`src/design/mpre_fifo.sv`:
```
`timescale 1ns / 1ps
module mpre_fifo #(
   parameter int WIDTH = 8,
   parameter int DEPTH = 2
) (
   input  logic             clock,
   input  logic             reset,
   input  logic             push,
   input  logic [WIDTH-1:0] push_data,
   output logic             full,
   input  logic             pop,
   output logic [WIDTH-1:0] pop_data,
   output logic             empty
);
   localparam int AW = (DEPTH > 1) ? $clog2(DEPTH) : 1;
   localparam int CW = $clog2(DEPTH + 1);

   logic [WIDTH-1:0] mem_ff [DEPTH];
   logic [AW-1:0] wr_ff, wr_in, rd_ff, rd_in;
   logic [CW-1:0] count_ff, count_in;
   logic do_push, do_pop;

   assign full = (count_ff == CW'(DEPTH));
   assign empty = (count_ff == '0);
   assign do_push = push && !full;
   assign do_pop = pop && !empty;
   assign pop_data = mem_ff[rd_ff];

   always_comb begin
      wr_in = wr_ff;
      rd_in = rd_ff;
      count_in = count_ff;
      if (do_push) begin
         wr_in = (wr_ff == AW'(DEPTH - 1)) ? '0 : AW'(wr_ff + 1'b1);
      end
      if (do_pop) begin
         rd_in = (rd_ff == AW'(DEPTH - 1)) ? '0 : AW'(rd_ff + 1'b1);
      end
      if (do_push && !do_pop) begin
         count_in = CW'(count_ff + 1'b1);
      end else if (do_pop && !do_push) begin
         count_in = CW'(count_ff - 1'b1);
      end
   end

   always_ff @(posedge clock) begin
      if (reset) begin
         wr_ff <= '0;
         rd_ff <= '0;
         count_ff <= '0;
      end else begin
         wr_ff <= wr_in;
         rd_ff <= rd_in;
         count_ff <= count_in;
      end
      if (do_push) begin
         mem_ff[wr_ff] <= push_data;
      end
   end
endmodule

```
`config.mk`:
```
export PLATFORM = sky130hd
export DESIGN_NAME = mpre_fifo
export DESIGN_NICKNAME = d
export VERILOG_FILES = /design/src/design/mpre_fifo.sv
export SDC_FILE = /design/constraint.sdc
export NUM_CORES = 1
export LEC_CHECK = 0
export ABC_AREA = 1
export ABC_CLOCK_PERIOD_IN_PS = 1650
export BUFFER_PORTS_ARGS = -buffer_cell sky130_fd_sc_hd__buf_2
export CAP_MARGIN = 20
export CELL_PAD_IN_SITES_DETAIL_PLACEMENT = 1
export CELL_PAD_IN_SITES_GLOBAL_PLACEMENT = 1
export CORE_MARGIN = 4
export CORE_UTILIZATION = 39
export DETAILED_ROUTE_END_ITERATION = 6
export PLACE_DENSITY_LB_ADDON = 0.1
export SYNTH_ARGS = -nofsm -noshare
export SYNTH_HDL_FRONTEND = slang
export SYNTH_SLANG_ARGS = --single-unit
```
`constraint.sdc`:
```
create_clock -name clock -period 1.65 [get_ports clock]
set_input_delay 0.33 -clock clock [delete_from_list [all_inputs] [get_ports clock]]
set_output_delay 0.33 -clock clock [all_outputs]
set_load 0.01 [all_outputs]
```
==> impl_metrics.toml, run 1 <==
[place]
post-place-ws_ns = 0.203
portBuffers = 21
gp_congestion = 0.705
dpl-instance-area_um2 = 977
dp.final_hpwl_mm = 1.07

[cts]
post-cts-setup-buffers = 0
cts_root_buf = "clkbuf_4"
tritoncts = "done"
htree_levels = 1
hold_buffers = 0
clock_path_buffers = 2
clk_latency_ns = 0.29
clkTransAtPathRegs_ns = 0.11
cts_sinks = 21
cts_resized = 1
numCtsBuffers = 3

[power_and_ir_drop]
p_int_mw = 0.981
ir_worst_vdd_mv = 0.740
clockPowerShare_pct = 16.3
power_frac_seq_pct = 52.4
power_mw = 1.44
power.switching_mw = 0.458
p_leak_nw = 0.419
comb_power_share_pct = 31.3
powerDensity_nw_per_um2 = 1430
swShare_pct = 31.8

[timing]
slew_headroom_pct = 78.8
finalSetupViolCount = 0
layout_min_cycle_time_ns = 1.56
tns_ns = 0
postLayoutSetupSlackWorst_ns = 0.0857
hold_violations = 0
worstMarginPinSlew_ns = 0.317
fin_skew_ns = 0.00788
fin_crit_sh_pct = 94.8
max_freq_ghz = 0.639
grt_setup_unrepaired = "false"
report.final.slew_viol_count = 0

[synthesis]
synthAdderAreaFrac_pct = 1.51
ys_warn_count = 0
avgSynthCellArea_um2 = 13.4
synth_compound_area_share_pct = 4.53
synth.cell_area_um2 = 828
synthesis.nets = 75
synth_top_family_by_area = "multiplexers"
syn_inst = 62
synth_top_area_cell = "edfxtp_1"
yosys-top-cells-area = "edfxtp_1 (58%), dfxtp_1 (12%), mux2_2 (11%)"
netlist.area_leader.share_pct = 58.0
yosys_register_bits = 21
synthMuxAreaShare_pct = 10.9
synth-simple-area-share_pct = 8.31
ys_seq_area_share_pct = 70.1
synthDistinctLibCells = 16
synth_xor_xnor_area_share_pct = 0

[final_layout]
layout-drive-gt1-share_pct = 47.7
area_delta_synth_final_pct = 21.6
n_antenna_cell = 0
fill_cells = 225
final_cell_area_um2 = 1010
finish.utilization_pct = 50.8
nNetsFinal = 102
multiInputGateArea_um2 = 209
regArea_um2 = 583

[global_route]
grt_pass1_wl_mm = 2.30
antenna_found_initial = 0
grt_usage_pct = 11.2
grt_pass1_vias = 596
grt_max_degree = 13
overflow = 0

[drt]
vias = 540
drc = 0
vias_per_cell = 4.70
routed_wl_mm = 1.42
first_pass_iters = 3
initialDrtViolationCount = 7
ant_nets = 0
wl_per_cell_um = 12.3

[worst_setup_path]
cp.required_ns = 1.32
r2r-start = "count_ff[0]"
cp-start-kind = "flop"
cp-end-kind = "primary output"
r2r-end = "count_ff[1]"
critical_path_class = "flop to primary output"
r2r_cells = 8
cp_max_fo = 8
cp_data_arrival_time_ns = 1.23
reg2reg_slack_ns = 0.24

[status]
status = "completed"

[min_path]
hold_class = "input port to flop"
worstHoldEndpoint = "mem_ff[0][1]"
worstHoldPathCells = 1
hp-start = "push_data[1]"

[floorplanning]
start_util_pct = 41.8
dieArea_um2 = 2930
io_pins = 22
design.core.area_um2 = 1980
die_h_um = 54.1
die_w_um = 54.1
placementRows = 16

[job]
max_cap_viol_count = 0
kinds of logic (layout without fill, tap and decap cells):
family                     after synthesis  after routing
DFF                                     21             21
and+or+nand+nor                         16             16
buffers and inverters                   10             36
muxes                                    8              8
AOI/OAI and AO/OA                        6              6
adders and majority gates                1              1
synth_stat cells:
master	number
edfxtp_1	16
o21ai_0	2
nand2_1	4
nand4_1	1
inv_1	7
o21ai_1	1
inv_2	2
o21ai_2	2
and2_4	1
nand3_1	1
a21oi_1	1
ha_1	1
mux2_2	8
dfxtp_1	5
nor2_1	9
buf_2	1
per-stage QoR:
stage | hold slack (ns) | std cells
floorplan | 0.429 | 62
global placement | 0.489 | 111
detailed placement | 0.520 | 111
CTS | 0.203 | 115
global route | 0.186 | 115
finish | 0.213 | 115
power by group through the flow:
stage	clock [mW]	sequential [mW]	combinational, mW
global placement	0	0.762	0.442
floorplan	0	0.730	0.325
global route	0.278	0.771	0.511
detailed placement	0	0.766	0.458
finish	0.234	0.754	0.451
CTS	0.248	0.757	0.462
area by class of cell:
cell class	instances	area share, %
multi-input combinational	31	20.7
tap	27	3.35
sequential	21	57.9
timing repair buffer	23	11.9
inverter	9	3.35
clock inverter	1	0.497
clock buffer	3	2.24
sequential cells by signal (all words and copies together) (netlist names), named ones only:
signal	count
mem_ff	16
count_ff	2
rd_ff	1
wr_ff	1
critical path, stage by stage, from the launching register on:
cell	delay (ns)
dfxtp_2	0.45
mux2_2	0.36
buf_2	0.14
layer usage:
| layer | part of all wire (%) | wire (µm) | up-vias | track usage [%] |
|---|---|---|---|---|
| li1 | - | - | 266 | - |
| met1 | 39 | 552 | 259 | 11.4 |
| met2 | 55 | 779 | 13 | 21.2 |
| met3 | 5.3 | 75 | 2 | 2.22 |
| met4 | 0.57 | 8 | 0 | 6.22 |
| met5 | 0 | 0 | - | 0 |
cells in the final DEF, fill, tap and decap left out, types with 3 or more instances in the layout:
cell type	n
nor2_1	9
edfxtp_1	16
nand2_1	4
dfxtp_1	3
clkbuf_4	3
mux2_2	8
inv_1	7
buf_2	21
how the worst max path moves through the flow:
stage                startpoint      endpoint  slack (ns)
floorplan           count_ff[0]  mem_ff[1][0]        0.33
global placement    count_ff[1]   count_ff[1]        0.24
detailed placement  count_ff[1]   count_ff[1]        0.20
CTS                        flop   pop_data[2]        0.05
global route               flop   pop_data[7]        0.01
finish                     flop   pop_data[2]        0.09
Power figures use the tool's default switching activity.
==> run 2, diff against run 1 <==
--- a/config.mk
+++ b/config.mk
@@ -14,7 +14,7 @@
 export CORE_MARGIN = 4
 export CORE_UTILIZATION = 39
 export DETAILED_ROUTE_END_ITERATION = 6
-export PLACE_DENSITY_LB_ADDON = 0.1
+export PLACE_DENSITY_LB_ADDON = 0.3
 export SYNTH_ARGS = -nofsm -noshare
 export SYNTH_HDL_FRONTEND = slang
 export SYNTH_SLANG_ARGS = --single-unit
==> run 2 against run 1 <==
Compared with the run above:
- die area unchanged
- maximum frequency rose by 1.8%
- sequential power barely moved
- clock skew hardly changed
- via count is 2.4% lower
- global-route usage fell by 0.26 points
==> impl_metrics.toml, run 2 (same netlist as run 1, synthesis figures left out) <==
[final_layout]
n_antenna_cell = 0
regMostFlops = "mem_ff"
finish.utilization_pct = 50.8
mostFrequentLayoutCell = "buf_2"
area_delta_synth_final_pct = 21.6
multiInputGateArea_um2 = 209
nNetsFinal = 102
layout-drive-gt1-share_pct = 45.5
final_cell_area_um2 = 1010
fill_cells = 216
regArea_um2 = 584
layout_common_cells = "buf_2 (21), edfxtp_1 (16), nor2_1 (9)"
largestRegisters = "mem_ff x16, count_ff x2"
largest_register_ffs = 16

[place]
portBuffers = 21
dp.final_hpwl_mm = 1.07
dpl-instance-area_um2 = 977
gp_congestion = 0.686

[floorplanning]
die_w_um = 54.1
start_util_pct = 41.8
dieArea_um2 = 2930
design.core.area_um2 = 1980
placementRows = 16
die_h_um = 54.1
io_pins = 22

[drt]
wl_per_cell_um = 11.9
initialDrtViolationCount = 8
routed_wl_mm = 1.36
vias = 527
first_pass_iters = 3
vias_per_cell = 4.58
drc = 0
ant_nets = 0

[global_route]
grt_max_degree = 12
grt_pass1_wl_mm = 2.11
grt_pass1_vias = 533
antenna_found_initial = 0
grt_usage_pct = 11.0
overflow = 0

[timing]
layout_min_cycle_time_ns = 1.54
grt_setup_unrepaired = "false"
hold_violations = 0
hold_slack_ns = 0.214
tns_ns = 0
fin_crit_sh_pct = 93.1
fin_skew_ns = 0.00800
slew_headroom_pct = 78.4
finalSetupViolCount = 0
max_freq_ghz = 0.651
report.final.slew_viol_count = 0
worstMarginPinSlew_ns = 0.324

[cts]
htree_levels = 1
post-cts-setup-buffers = 0
hold_buffers = 0
clkTransAtPathRegs_ns = 0.11
clock_path_buffers = 2
cts_root_buf = "clkbuf_4"
cts_sinks = 21
tritoncts = "done"
clk_latency_ns = 0.29
numCtsBuffers = 3

[worst_setup_path]
cp.required_ns = 1.32
slowest_delay_ns = 0.42
cp_max_fo = 8
path_cells = "mux2_2 > buf_2"
critPathTopFamily = "flip-flops"
critical_path_class = "flop to primary output"
cp-end-kind = "primary output"
path_buf_inv = 1
cp_slowest_cell = "dfxtp_4"
cp_data_arrival_time_ns = 1.21
cp-start-kind = "flop"

[status]
status = "completed"

[power_and_ir_drop]
powerDensity_nw_per_um2 = 1420
p_leak_nw = 0.417
ir_worst_vdd_mv = 0.664

[job]
max_cap_viol_count = 0

[min_path]
hold_class = "input port to flop"
[run 2: cell count changes in the layout (fill, tap and decap cells not counted), sizes merged]
cell / before / now
clkinv: 1 / 0
clkbuf: 3 / 4
[run 2: final timing paths]
check | from | endpoint | slack (ns) | cells past startpoint
setup / recovery | flop | pop_data[0] | 0.11 | 2
hold / removal | push_data[2] | mem_ff[1][2] | 0.21 | 1
setup reg to reg | count_ff[1] | count_ff[1] | 0.18 | 9
hold reg to reg | wr_ff | wr_ff | 0.52 | 2
[run 2: per-stage QoR]
step / total power, mW / setup WS [ns] / std cells
2_1_floorplan: 1.05 / 0.329 / 62
3_3_place_gp: 1.20 / 0.249 / 111
3_5_place_dp: 1.22 / 0.210 / 111
4_1_cts: 1.46 / 0.0409 / 115
5_1_grt: 1.55 / 0.000330 / 115
6_report: 1.43 / 0.114 / 115
[run 2: layout make-up]
| class | count | area share (%) |
|---|---|---|
| clock buffer | 4 | 2.61 |
| inverter | 9 | 3.35 |
| multi-input combinational | 31 | 20.7 |
| sequential | 21 | 58.0 |
| tap | 27 | 3.35 |
| timing repair buffer | 23 | 11.9 |
[run 2: where the power goes]
part           internal [mW]  switching (mW)  leakage, nW
clock                 0.0941           0.136       0.0150
combinational          0.212           0.237        0.210
sequential             0.678          0.0760        0.191
[run 2: worst reg2reg max path: stages, from the launching register on]
cell	delay (ns)
dfxtp_1	0.41
inv_1	0.10
o21ai_2	0.20
inv_2	0.06
ha_1	0.26
inv_1	0.12
nand3_1	0.10
nand2_1	0.06
inv_1	0.03
nor2_1	0.08
[run 2: metal layers]
metal	up-vias	share of wire [%]	global-route usage, %
li1	265	-	-
met1	248	44	11.5
met2	12	50	18.1
met3	2	6.2	4.16
met4	0	0.59	7.47
met5	-	0	0
[run 2: repair_timing]
| item | CTS | global route |
|---|---|---|
| endpoints found under the hold margin | 0 | 0 |
| setup endpoints to repair | 8 | 3 |
| gates resized for setup | 1 | 1 |
